## config.mk

```make
export PLATFORM = sky130hd
export DESIGN_NAME = lru_key_value_cache_flat
export DESIGN_NICKNAME = d
export VERILOG_FILES = /design/src/lkvc_pkg.sv /design/src/lkvc_req_if.sv /design/src/lkvc_rsp_if.sv /design/src/lkvc_ctrl.sv /design/src/lkvc_dpath.sv /design/src/lru_key_value_cache.sv /design/src/flat_wrapper.sv
export SDC_FILE = /design/constraint.sdc
export NUM_CORES = 2
export LEC_CHECK = 0
export BUFFER_PORTS_ARGS = -buffer_cell sky130_fd_sc_hd__buf_2
export CORE_AREA = 2 2 338 340
export DETAILED_ROUTE_END_ITERATION = 8
export DIE_AREA = 0 0 340 342
export PLACE_DENSITY_LB_ADDON = 0.25
export RECOVER_POWER = 100
export SYNTH_ARGS = -nofsm -noshare
export SYNTH_HDL_FRONTEND = slang
export SYNTH_SLANG_ARGS = --single-unit
```

## constraint.sdc

```tcl
create_clock -name clk -period 16 [get_ports clk]
set_clock_uncertainty 0.1 [all_clocks]
set_input_delay 1.6 -clock clk [delete_from_list [all_inputs] [get_ports clk]]
set_output_delay 1.6 -clock clk [all_outputs]
set_load 0.05 [all_outputs]
```

## src/lkvc_pkg.sv

```systemverilog
// Shared constants and controller/datapath handshake types for the LRU key-value cache.
`default_nettype none

package lkvc_pkg;

    // Configuration register file.
    localparam int CAP_BITS   = 5;
    localparam int PADDR_BITS = 3;
    localparam int PDATA_BITS = 32;
    localparam logic [CAP_BITS-1:0] CAP_RESET = 5'd16;

    localparam logic [PADDR_BITS-3:0] CFG_IDX_CAPACITY = 1'b0;

    // Request operation codes.
    localparam logic FUNC_GET = 1'b0;
    localparam logic FUNC_PUT = 1'b1;

    // Commands from the controller to the datapath.
    typedef struct packed {
        logic accept;   // latch the request and clear the scan trackers
        logic scan;     // step the slot scan by one
        logic commit;   // apply the update and load the result register
    } lkvc_cmd_t;

    // Status from the datapath to the controller.
    typedef struct packed {
        logic scan_done;   // last slot is being examined this cycle
        logic out_free;    // result register can take a new result
    } lkvc_status_t;

endpackage

`default_nettype wire

```

## src/lkvc_req_if.sv

```systemverilog
// Request channel interface: valid/ready handshake with operation, key and value.
`default_nettype none

interface lkvc_req_if #(
    parameter int KEY_BITS   = 32,
    parameter int VALUE_BITS = 32
);
    logic                         valid;
    logic                         ready;
    logic                         func;
    logic signed [KEY_BITS-1:0]   lookup_key;
    logic signed [VALUE_BITS-1:0] write_value;

    modport source (output valid, output func, output lookup_key, output write_value,
                    input ready);
    modport sink   (input valid, input func, input lookup_key, input write_value,
                    output ready);
endinterface

`default_nettype wire

```

## src/lkvc_rsp_if.sv

```systemverilog
// Response channel interface: valid/ready handshake with hit flag, read value and eviction flag.
`default_nettype none

interface lkvc_rsp_if #(
    parameter int VALUE_BITS = 32
);
    logic                         valid;
    logic                         ready;
    logic                         hit;
    logic signed [VALUE_BITS-1:0] read_value;
    logic                         evicted;

    modport source (output valid, output hit, output read_value, output evicted,
                    input ready);
    modport sink   (input valid, input hit, input read_value, input evicted,
                    output ready);
endinterface

`default_nettype wire

```

## src/lkvc_ctrl.sv

```systemverilog
// Controller state machine: sequences accept, slot scan and commit of one request.
`default_nettype none

module lkvc_ctrl
    import lkvc_pkg::*;
(
    input  wire logic         clk,
    input  wire logic         rst_n,
    input  wire logic         req_valid,
    output logic              req_ready,
    input  wire lkvc_status_t status,
    output lkvc_cmd_t         cmd
);

    typedef enum logic [1:0] {
        ST_IDLE,
        ST_SCAN,
        ST_UPDATE
    } state_t;

    state_t state_reg;
    state_t state_next;

    always_comb
    begin
        state_next = state_reg;
        unique case (state_reg)
            ST_IDLE:
            begin
                if (req_valid)
                begin
                    state_next = ST_SCAN;
                end
            end
            ST_SCAN:
            begin
                if (status.scan_done)
                begin
                    state_next = ST_UPDATE;
                end
            end
            ST_UPDATE:
            begin
                // Hold the update until the result register has room.
                if (status.out_free)
                begin
                    state_next = ST_IDLE;
                end
            end
            default:
            begin
                state_next = ST_IDLE;
            end
        endcase
    end

    always_ff @(posedge clk or negedge rst_n)
    begin
        if (!rst_n)
        begin
            state_reg <= ST_IDLE;
        end
        else
        begin
            state_reg <= state_next;
        end
    end

    assign req_ready  = (state_reg == ST_IDLE);
    assign cmd.accept = (state_reg == ST_IDLE) && req_valid;
    assign cmd.scan   = (state_reg == ST_SCAN);
    assign cmd.commit = (state_reg == ST_UPDATE) && status.out_free;

endmodule

`default_nettype wire

```

## src/lkvc_dpath.sv

```systemverilog
// Datapath: key/value memories, valid and recency state, scan trackers and result register.
`default_nettype none

module lkvc_dpath
    import lkvc_pkg::*;
#(
    parameter int MAX_ENTRIES = 16,
    parameter int KEY_BITS    = 32,
    parameter int VALUE_BITS  = 32
)
(
    input  wire logic                         clk,
    input  wire logic                         rst_n,
    input  wire lkvc_cmd_t                    cmd,
    output lkvc_status_t                      status,
    input  wire logic                         func,
    input  wire logic signed [KEY_BITS-1:0]   lookup_key,
    input  wire logic signed [VALUE_BITS-1:0] write_value,
    input  wire logic [CAP_BITS-1:0]          capacity,
    output logic                              out_valid,
    input  wire logic                         out_ready,
    output logic                              hit,
    output logic signed [VALUE_BITS-1:0]      read_value,
    output logic                              evicted
);

    localparam int IDX_W = (MAX_ENTRIES > 1) ? $clog2(MAX_ENTRIES) : 1;
    localparam int CNT_W = $clog2(MAX_ENTRIES + 1);
    localparam int CAP_W = (CNT_W > CAP_BITS) ? CNT_W : CAP_BITS;

    // Latched request.
    logic                  func_reg;
    logic [KEY_BITS-1:0]   key_reg;
    logic [VALUE_BITS-1:0] wval_reg;

    // Storage.
    logic [KEY_BITS-1:0]   key_mem [MAX_ENTRIES];
    logic [VALUE_BITS-1:0] val_mem [MAX_ENTRIES];
    logic [MAX_ENTRIES-1:0] valid_reg, valid_next;
    logic [IDX_W-1:0]      rank_reg [MAX_ENTRIES];
    logic [IDX_W-1:0]      rank_next [MAX_ENTRIES];
    logic [CNT_W-1:0]      count_reg, count_next;

    // Scan pipeline.
    logic [CNT_W-1:0]      cnt_reg;
    logic [IDX_W-1:0]      scan_addr;
    logic [KEY_BITS-1:0]   rd_key_reg;
    logic [VALUE_BITS-1:0] rd_val_reg;
    logic [IDX_W-1:0]      rd_idx_reg;
    logic                  rd_vld_reg;

    // Scan trackers.
    logic                  hit_found_reg;
    logic [IDX_W-1:0]      hit_idx_reg;
    logic [IDX_W-1:0]      hit_rank_reg;
    logic [VALUE_BITS-1:0] hit_value_reg;
    logic                  have_free_reg;
    logic [IDX_W-1:0]      free_idx_reg;
    logic [IDX_W-1:0]      victim_idx_reg;

    // Result register.
    logic                  out_valid_reg;
    logic                  out_hit_reg;
    logic [VALUE_BITS-1:0] out_value_reg;
    logic                  out_evicted_reg;

    // Update decisions.
    logic [CAP_W-1:0]      cap_ext;
    logic [CAP_W-1:0]      max_ext;
    logic [CAP_W-1:0]      eff_cap;
    logic                  need_evict;
    logic                  is_put;
    logic                  do_evict;
    logic [IDX_W-1:0]      slot;
    logic [IDX_W-1:0]      wr_addr;
    logic                  mem_we;
    logic                  eval_valid;
    logic                  eval_match;
    logic [VALUE_BITS-1:0] result_value;

    assign is_put = (func_reg == FUNC_PUT);

    // Capacity zero acts as one; anything above the store depth saturates.
    assign cap_ext = CAP_W'(capacity);
    assign max_ext = CAP_W'(MAX_ENTRIES);
    always_comb
    begin
        if (cap_ext == '0)
        begin
            eff_cap = CAP_W'(1);
        end
        else if (cap_ext > max_ext)
        begin
            eff_cap = max_ext;
        end
        else
        begin
            eff_cap = cap_ext;
        end
    end

    assign need_evict = (CAP_W'(count_reg) >= eff_cap);
    assign do_evict   = is_put && !hit_found_reg && need_evict;

    // New entries take the lowest free slot, counting the slot just evicted.
    always_comb
    begin
        if (do_evict)
        begin
            if (have_free_reg && (free_idx_reg < victim_idx_reg))
            begin
                slot = free_idx_reg;
            end
            else
            begin
                slot = victim_idx_reg;
            end
        end
        else
        begin
            slot = free_idx_reg;
        end
    end

    assign wr_addr = hit_found_reg ? hit_idx_reg : slot;
    assign mem_we  = cmd.commit && is_put;

    always_ff @(posedge clk)
    begin
        if (cmd.accept)
        begin
            func_reg <= func;
            key_reg  <= lookup_key;
            wval_reg <= write_value;
        end
    end

    // Key and value memories: one write port, one registered read port.
    assign scan_addr = (cnt_reg < CNT_W'(MAX_ENTRIES)) ? cnt_reg[IDX_W-1:0] : '0;

    always_ff @(posedge clk)
    begin
        if (mem_we)
        begin
            key_mem[wr_addr] <= key_reg;
            val_mem[wr_addr] <= wval_reg;
        end
        rd_key_reg <= key_mem[scan_addr];
        rd_val_reg <= val_mem[scan_addr];
        rd_idx_reg <= scan_addr;
    end

    always_ff @(posedge clk or negedge rst_n)
    begin
        if (!rst_n)
        begin
            cnt_reg    <= '0;
            rd_vld_reg <= 1'b0;
        end
        else
        begin
            if (cmd.accept)
            begin
                cnt_reg <= '0;
            end
            else if (cmd.scan)
            begin
                cnt_reg <= cnt_reg + CNT_W'(1);
            end
            rd_vld_reg <= cmd.scan && (cnt_reg < CNT_W'(MAX_ENTRIES));
        end
    end

    assign status.scan_done = (cnt_reg == CNT_W'(MAX_ENTRIES));
    assign status.out_free  = !out_valid_reg || out_ready;

    // Examine the slot whose contents arrived from the memories this cycle.
    assign eval_valid = rd_vld_reg && valid_reg[rd_idx_reg];
    assign eval_match = eval_valid && (rd_key_reg == key_reg);

    always_ff @(posedge clk or negedge rst_n)
    begin
        if (!rst_n)
        begin
            hit_found_reg  <= 1'b0;
            hit_idx_reg    <= '0;
            hit_rank_reg   <= '0;
            hit_value_reg  <= '0;
            have_free_reg  <= 1'b0;
            free_idx_reg   <= '0;
            victim_idx_reg <= '0;
        end
        else if (cmd.accept)
        begin
            hit_found_reg <= 1'b0;
            have_free_reg <= 1'b0;
        end
        else
        begin
            if (eval_match)
            begin
                hit_found_reg <= 1'b1;
                hit_idx_reg   <= rd_idx_reg;
                hit_rank_reg  <= rank_reg[rd_idx_reg];
                hit_value_reg <= rd_val_reg;
            end
            if (rd_vld_reg && !valid_reg[rd_idx_reg] && !have_free_reg)
            begin
                have_free_reg <= 1'b1;
                free_idx_reg  <= rd_idx_reg;
            end
            // Valid ranks are distinct and dense, so the oldest holds count-1.
            if (eval_valid && (CNT_W'(rank_reg[rd_idx_reg]) == count_reg - CNT_W'(1)))
            begin
                victim_idx_reg <= rd_idx_reg;
            end
        end
    end

    // Recency, valid and count update at commit.
    always_comb
    begin
        valid_next = valid_reg;
        rank_next  = rank_reg;
        count_next = count_reg;
        if (cmd.commit)
        begin
            if (hit_found_reg)
            begin
                for (int i = 0; i < MAX_ENTRIES; i++)
                begin
                    if (valid_reg[i] && (IDX_W'(i) != hit_idx_reg) &&
                        (rank_reg[i] < hit_rank_reg))
                    begin
                        rank_next[i] = rank_reg[i] + IDX_W'(1);
                    end
                end
                rank_next[hit_idx_reg] = '0;
            end
            else if (is_put)
            begin
                for (int i = 0; i < MAX_ENTRIES; i++)
                begin
                    if (valid_reg[i] && !(do_evict && (IDX_W'(i) == victim_idx_reg)))
                    begin
                        rank_next[i] = rank_reg[i] + IDX_W'(1);
                    end
                end
                if (do_evict)
                begin
                    valid_next[victim_idx_reg] = 1'b0;
                end
                valid_next[slot] = 1'b1;
                rank_next[slot]  = '0;
                if (!do_evict)
                begin
                    count_next = count_reg + CNT_W'(1);
                end
            end
        end
    end

    always_ff @(posedge clk or negedge rst_n)
    begin
        if (!rst_n)
        begin
            valid_reg <= '0;
            count_reg <= '0;
            for (int i = 0; i < MAX_ENTRIES; i++)
            begin
                rank_reg[i] <= '0;
            end
        end
        else
        begin
            valid_reg <= valid_next;
            count_reg <= count_next;
            rank_reg  <= rank_next;
        end
    end

    // Result register.
    always_comb
    begin
        if (is_put)
        begin
            result_value = '0;
        end
        else if (hit_found_reg)
        begin
            result_value = hit_value_reg;
        end
        else
        begin
            result_value = '1;
        end
    end

    always_ff @(posedge clk or negedge rst_n)
    begin
        if (!rst_n)
        begin
            out_valid_reg <= 1'b0;
        end
        else if (cmd.commit)
        begin
            out_valid_reg <= 1'b1;
        end
        else if (out_ready)
        begin
            out_valid_reg <= 1'b0;
        end
    end

    always_ff @(posedge clk)
    begin
        if (cmd.commit)
        begin
            out_hit_reg     <= hit_found_reg;
            out_value_reg   <= result_value;
            out_evicted_reg <= do_evict;
        end
    end

    assign out_valid  = out_valid_reg;
    assign hit        = out_hit_reg;
    assign read_value = out_value_reg;
    assign evicted    = out_evicted_reg;

    // The valid bits and the entry count must always agree.
    a_count_matches_valid: assert property (@(posedge clk) disable iff (!rst_n)
        $countones(valid_reg) == int'(count_reg))
        else $error("entry count disagrees with valid bits");

    // The count never exceeds the store depth.
    a_count_bounded: assert property (@(posedge clk) disable iff (!rst_n)
        count_reg <= CNT_W'(MAX_ENTRIES))
        else $error("entry count above store depth");

    // An eviction always removes an entry that is really present.
    a_victim_valid: assert property (@(posedge clk) disable iff (!rst_n)
        cmd.commit && do_evict |-> valid_reg[victim_idx_reg])
        else $error("eviction of an empty slot");

    // A commit is never lost: the result register holds it on the next cycle.
    a_commit_loads: assert property (@(posedge clk) disable iff (!rst_n)
        cmd.commit |=> out_valid_reg)
        else $error("committed result not presented");

endmodule

`default_nettype wire

```

## src/lru_key_value_cache.sv

```systemverilog
// Top level of the LRU key-value cache: channel hookup, configuration port and submodules.
`default_nettype none

// Fully associative key-value cache with least-recently-used replacement. Each request
// transfer on req carries a get (func 0) or a put (func 1) with a key and, for a put, a
// value; exactly one response transfer on rsp follows per request, in request order.
// A get that hits returns the stored value and makes the entry most recent; a get that
// misses returns all ones with hit clear. A put overwrites a present key, or inserts a
// new entry in the lowest free slot, first evicting the least recent entry when the
// entry count has reached the capacity register (zero counts as one, values above
// MAX_ENTRIES saturate). Requests are handled one at a time: after a request transfer
// the controller scans every slot through a single read port of the key and value
// memories, one slot per cycle, so a request passes through accept, a scan that ends
// when the registered read of the last slot is examined, and an update step. The
// result register decouples the response side: a new request is accepted while the
// previous response still waits, and only the update step of the next request stalls
// if that response has not yet been taken. The capacity register sits at byte address
// 0 of the APB-style port, resets to 16 and should be written only while no request is
// in flight. Key and value memories are not cleared at reset; the per-slot valid bits
// and recency ranks are.

module lru_key_value_cache
    import lkvc_pkg::*;
#(
    parameter int MAX_ENTRIES = 16,
    parameter int KEY_BITS    = 32,
    parameter int VALUE_BITS  = 32
)
(
    input  wire logic                    clk,
    input  wire logic                    rst_n,
    lkvc_req_if.sink                     req,
    lkvc_rsp_if.source                   rsp,
    input  wire logic                    psel,
    input  wire logic                    penable,
    input  wire logic                    pwrite,
    input  wire logic [PADDR_BITS-1:0]   paddr,
    input  wire logic [PDATA_BITS-1:0]   pwdata,
    output logic      [PDATA_BITS-1:0]   prdata,
    output logic                         pready
);

    lkvc_cmd_t             cmd;
    lkvc_status_t          status;
    logic [CAP_BITS-1:0]   cap_reg;
    logic [PADDR_BITS-3:0] reg_idx;
    logic                  cfg_write;
    logic                  req_ready;
    logic                  rsp_valid;
    logic                  rsp_hit;
    logic                  rsp_evicted;
    logic signed [VALUE_BITS-1:0] rsp_value;

    // Configuration port: byte-addressed with word-sized registers, and pready is tied high so no transfer waits.
    assign reg_idx   = paddr[PADDR_BITS-1:2];
    assign cfg_write = psel && penable && pwrite;
    assign pready    = 1'b1;

    always_ff @(posedge clk or negedge rst_n)
    begin
        if (!rst_n)
        begin
            cap_reg <= CAP_RESET;
        end
        else if (cfg_write && (reg_idx == CFG_IDX_CAPACITY))
        begin
            cap_reg <= pwdata[CAP_BITS-1:0];
        end
    end

    always_comb
    begin
        unique case (reg_idx)
            CFG_IDX_CAPACITY: prdata = PDATA_BITS'(cap_reg);
            default:          prdata = '0;
        endcase
    end

    // Controller: sequences each request through scan and update.
    lkvc_ctrl u_ctrl (
        .clk       (clk),
        .rst_n     (rst_n),
        .req_valid (req.valid),
        .req_ready (req_ready),
        .status    (status),
        .cmd       (cmd)
    );

    // Datapath: storage, scan trackers and the result register.
    lkvc_dpath #(
        .MAX_ENTRIES (MAX_ENTRIES),
        .KEY_BITS    (KEY_BITS),
        .VALUE_BITS  (VALUE_BITS)
    ) u_dpath (
        .clk         (clk),
        .rst_n       (rst_n),
        .cmd         (cmd),
        .status      (status),
        .func        (req.func),
        .lookup_key  (req.lookup_key),
        .write_value (req.write_value),
        .capacity    (cap_reg),
        .out_valid   (rsp_valid),
        .out_ready   (rsp.ready),
        .hit         (rsp_hit),
        .read_value  (rsp_value),
        .evicted     (rsp_evicted)
    );

    assign req.ready      = req_ready;
    assign rsp.valid      = rsp_valid;
    assign rsp.hit        = rsp_hit;
    assign rsp.read_value = rsp_value;
    assign rsp.evicted    = rsp_evicted;

endmodule

`default_nettype wire
```

## src/flat_wrapper.sv

```systemverilog
// flat-port wrapper written by rule: the top's interface ports become plain ports
module lru_key_value_cache_flat import lkvc_pkg::*;
#(
    parameter int MAX_ENTRIES = 16,
    parameter int KEY_BITS    = 32,
    parameter int VALUE_BITS  = 32
)
  (clk, rst_n, psel, penable, pwrite, paddr, pwdata, prdata, pready, req_valid, req_func, req_lookup_key, req_write_value, req_ready, rsp_valid, rsp_hit, rsp_read_value, rsp_evicted, rsp_ready);
  lkvc_req_if #(.KEY_BITS(KEY_BITS), .VALUE_BITS(VALUE_BITS)) req_i ();
  lkvc_rsp_if #(.VALUE_BITS(VALUE_BITS)) rsp_i ();
  input  wire logic clk;
  input  wire logic rst_n;
  input  wire logic psel;
  input  wire logic penable;
  input  wire logic pwrite;
  input  wire logic [PADDR_BITS-1:0] paddr;
  input  wire logic [PDATA_BITS-1:0] pwdata;
  output logic      [PDATA_BITS-1:0] prdata;
  output logic pready;
  input wire logic [$bits(req_i.valid)-1:0] req_valid;
  input wire logic [$bits(req_i.func)-1:0] req_func;
  input wire logic [$bits(req_i.lookup_key)-1:0] req_lookup_key;
  input wire logic [$bits(req_i.write_value)-1:0] req_write_value;
  output wire logic [$bits(req_i.ready)-1:0] req_ready;
  output wire logic [$bits(rsp_i.valid)-1:0] rsp_valid;
  output wire logic [$bits(rsp_i.hit)-1:0] rsp_hit;
  output wire logic [$bits(rsp_i.read_value)-1:0] rsp_read_value;
  output wire logic [$bits(rsp_i.evicted)-1:0] rsp_evicted;
  input wire logic [$bits(rsp_i.ready)-1:0] rsp_ready;
  assign req_i.valid = req_valid;
  assign req_i.func = req_func;
  assign req_i.lookup_key = req_lookup_key;
  assign req_i.write_value = req_write_value;
  assign req_ready = req_i.ready;
  assign rsp_valid = rsp_i.valid;
  assign rsp_hit = rsp_i.hit;
  assign rsp_read_value = rsp_i.read_value;
  assign rsp_evicted = rsp_i.evicted;
  assign rsp_i.ready = rsp_ready;
  lru_key_value_cache #(.MAX_ENTRIES(MAX_ENTRIES), .KEY_BITS(KEY_BITS), .VALUE_BITS(VALUE_BITS)) u_core (.clk(clk), .rst_n(rst_n), .req(req_i), .rsp(rsp_i), .psel(psel), .penable(penable), .pwrite(pwrite), .paddr(paddr), .pwdata(pwdata), .prdata(prdata), .pready(pready));
endmodule
```

==> metrics <==
mapped cell area=between 50,000 and 60,000 sq um; Synth Flop Type=edfxtp_1; GR Util met2=0.400; Chip Width=between 300 and 400 um; via total after detailed routing=~34,000; sequential share of the synthesized area=0.693; pwr/cell area=163 nW/um^2; drt wl/cell=26.2 um; clk root buf=clkbuf_16; delay-heaviest family, CP=buffers and inverters; CTS tree=yes; drt pass-1 iters=6; # Post-CTS Setup Buffers=0; worst-path cell chain=clkbuf_1, clkinvlp_2, nor2_4, buf_4, a221oi_1, o21ai_0, a32o_1; initial drt markers=about 3,400; Clock power frac=0.318; MaxCap Viol Count=34; Core Rows=124; critical path arrival=~11 ns; CP endpoint kind=flop; final WL=approximately 140,000 um; Final Hold Fails=0; largest net degree at the start of global routing=~130; # DRC=0; Fmax=between 90 and 100 MHz; synthesized area per cell=between 15 and 20 sq um; area grow syn2layout=11.6%; # H-tree levels=4; Syn Inst Count=3,723; setup tns final=0 ns; clk slew on worst S/H paths=roughly 0.06 ns; post-route ant nets=0; Max IR drop VDD=0.159 mV; Slew Limit Fails=between 1,000 and 1,500; initial antenna violation count=3; internal power=0.00689 W; Max-slew headroom=-5.02; top cell type's share of synthesized area=0.602; area leader, netlist=edfxtp_1; failing checks=max-capacitance violations, max-slew violations; first-pass GRT wire length=211,000 um; Finished Cell Area=around 62,000 sq um; Synth area leaders=edfxtp_1 60%, dfrtp_1 6.6%, mux2i_1 5.0%; gr busiest metal=met2; number of buffers created by CTS=140; Starting Density=0.495; Leak=21.2 nW; max incr delay on CP=around 4 ns; DIE AREA=approximately 120,000 sq um; most common library cells after synthesis=1,123 x edfxtp_1, 281 x mux2i_1, 214 x nand2_1, 179 x o21ai_0, 174 x a21oi_1; status=finished with violations; critical path class=flop to flop; critical path's slowest cell=clkinvlp_2; IO Port Bufs=118; most common cell in the netlist=edfxtp_1; grt met3 use=0.0389; worst min-delay path class=flop to flop; RSZ-0062 raised after global routing=no; Net Sw Power=between 0.003 and 0.004 W; GRT Util Overall=0.243; CP Max Fanout=just over 70; number of gates resized after CTS=0; EDFF count, synth=between 1,000 and 1,500; DP Area=between 50,000 and 60,000 sq um; Comb power frac=0.265; period utilisation layout=0.674; Ports=approximately 180; Via-to-Cell Ratio=about 6.2; number of synthesized register bits=approximately 1,300; # fillers=approximately 9,000; Switching Fraction=0.322; GRT met1 Usage=0.329; element type at the critical path start=flop; HPWL Detailed=75,700 um; vias in the first global route=~33,000; WP data required=around 17 ns; min cycle time layout=about 11 ns; fraction of registers with async set/reset=0.111; Skew-Pair Late Insertion Delay=0.76 ns; die span in y=between 300 and 400 um; Yosys cell types=80; Yosys Warn Count=0; WP buf/inv=3; share of layout cells above drive strength 1=0.127; global placer's final weighted congestion=0.920; Setup violations, final=0; clock sinks=between 1,000 and 1,500; register share of total power=0.416; nets=around 4,000; gr ovfl total=0; hold_buf cts=0; worst-margin pin slew=between 9 and 10 ns; Max Root-Sink Buffers=3; core area=between 100,000 and 150,000 sq um
==> cell type report <==
cell class              instances  area [sq um]  area share
flip-flops and latches       1340         38800       0.621
repair buffers                182           912      0.0146
clock buffers                 180          3770      0.0603
diodes                          1          2.50   0.0000400
inverters                      30           118     0.00188
clock inverters                79           871      0.0139
multi-input cells            2119         16100       0.258
well taps                    1512          1890      0.0303
==> per-stage QoR <==
step                      instances  power, W  hold slack [ns]  worst slack (ns)   util
after floorplan                3749   0.00601            0.317              8.66      -
after global placement         5183   0.00687            0.322              9.93  0.514
after detailed placement       5183   0.00689            0.328              9.88  0.514
after CTS                      5442    0.0101            0.338              9.84  0.555
after global routing           5442    0.0106            0.353              4.79  0.553
final                          5443    0.0102            0.337              5.21  0.553
==> layout by cell type, fill, tap and decap left out, types with 34 or more instances in the layout <==
master,instances
edfxtp_1,1123
mux2i_1,281
nand2_1,214
o21ai_0,203
a21oi_1,174
mux2_2,147
dfrtp_1,144
clkbuf_16,142
o221ai_1,133
clkbuf_1,118
ha_1,76
dfxtp_1,68
a221oi_1,67
nor2_1,64
nand3_1,64
buf_2,51
xor2_1,50
buf_4,44
a22oi_1,42
o31ai_1,42
mux2_1,42
a21o_1,41
a211oi_1,41
o21a_1,37
nand2b_1,34
==> final timing paths <==
kind / cells after the start / end / slack, ns / startpoint
max: 7 / u_core.u_dpath.rd_key_reg[26] / 5.21 / u_core.u_dpath.cnt_reg[1]
min: 1 / u_core.u_dpath.hit_value_reg[13] / 0.34 / u_core.u_dpath.rd_val_reg[13]
max reg2reg: 7 / u_core.u_dpath.rd_key_reg[26] / 5.21 / u_core.u_dpath.cnt_reg[1]
min reg2reg: 1 / u_core.u_dpath.hit_value_reg[13] / 0.34 / u_core.u_dpath.rd_val_reg[13]
max in group asynchronous: 2 / u_core.u_dpath.count_reg[1] / 9.91 / rst_n
min in group asynchronous: 1 / u_core.u_dpath.hit_value_reg[1] / 1.96 / rst_n
==> power by group through the flow <==
| stage | logic (W) | registers [W] | clock network [W] |
|---|---|---|---|
| global placement | 0.00258 | 0.00429 | 0 |
| CTS | 0.00261 | 0.00422 | 0.00328 |
| global route | 0.00288 | 0.00425 | 0.00343 |
| floorplan | 0.00184 | 0.00417 | 0 |
| finish | 0.00270 | 0.00423 | 0.00324 |
| detailed placement | 0.00260 | 0.00430 | 0 |
==> routing by layer <==
metal	vias to the layer above	part of all wire
met5	-	0.00022
met4	4	0.031
met3	292	0.073
met2	1394	0.48
met1	16919	0.41
li1	14904	-
==> kinds of logic (layout without fill, tap and decap cells) <==
kind of cell,Yosys count,count (layout),synth area share
multiplexers,493,493,0.0972
other,2,29,0.000134
AND/OR/NAND/NOR,505,505,0.0429
AO/OA/AOI/OAI,956,956,0.118
flip-flops,1340,1340,0.693
buffers and inverters,290,471,0.0223
XOR/XNOR,61,61,0.00954
adder cells (fa/ha/maj),76,76,0.0170
Note: power is estimated with default switching activity, not from simulation.
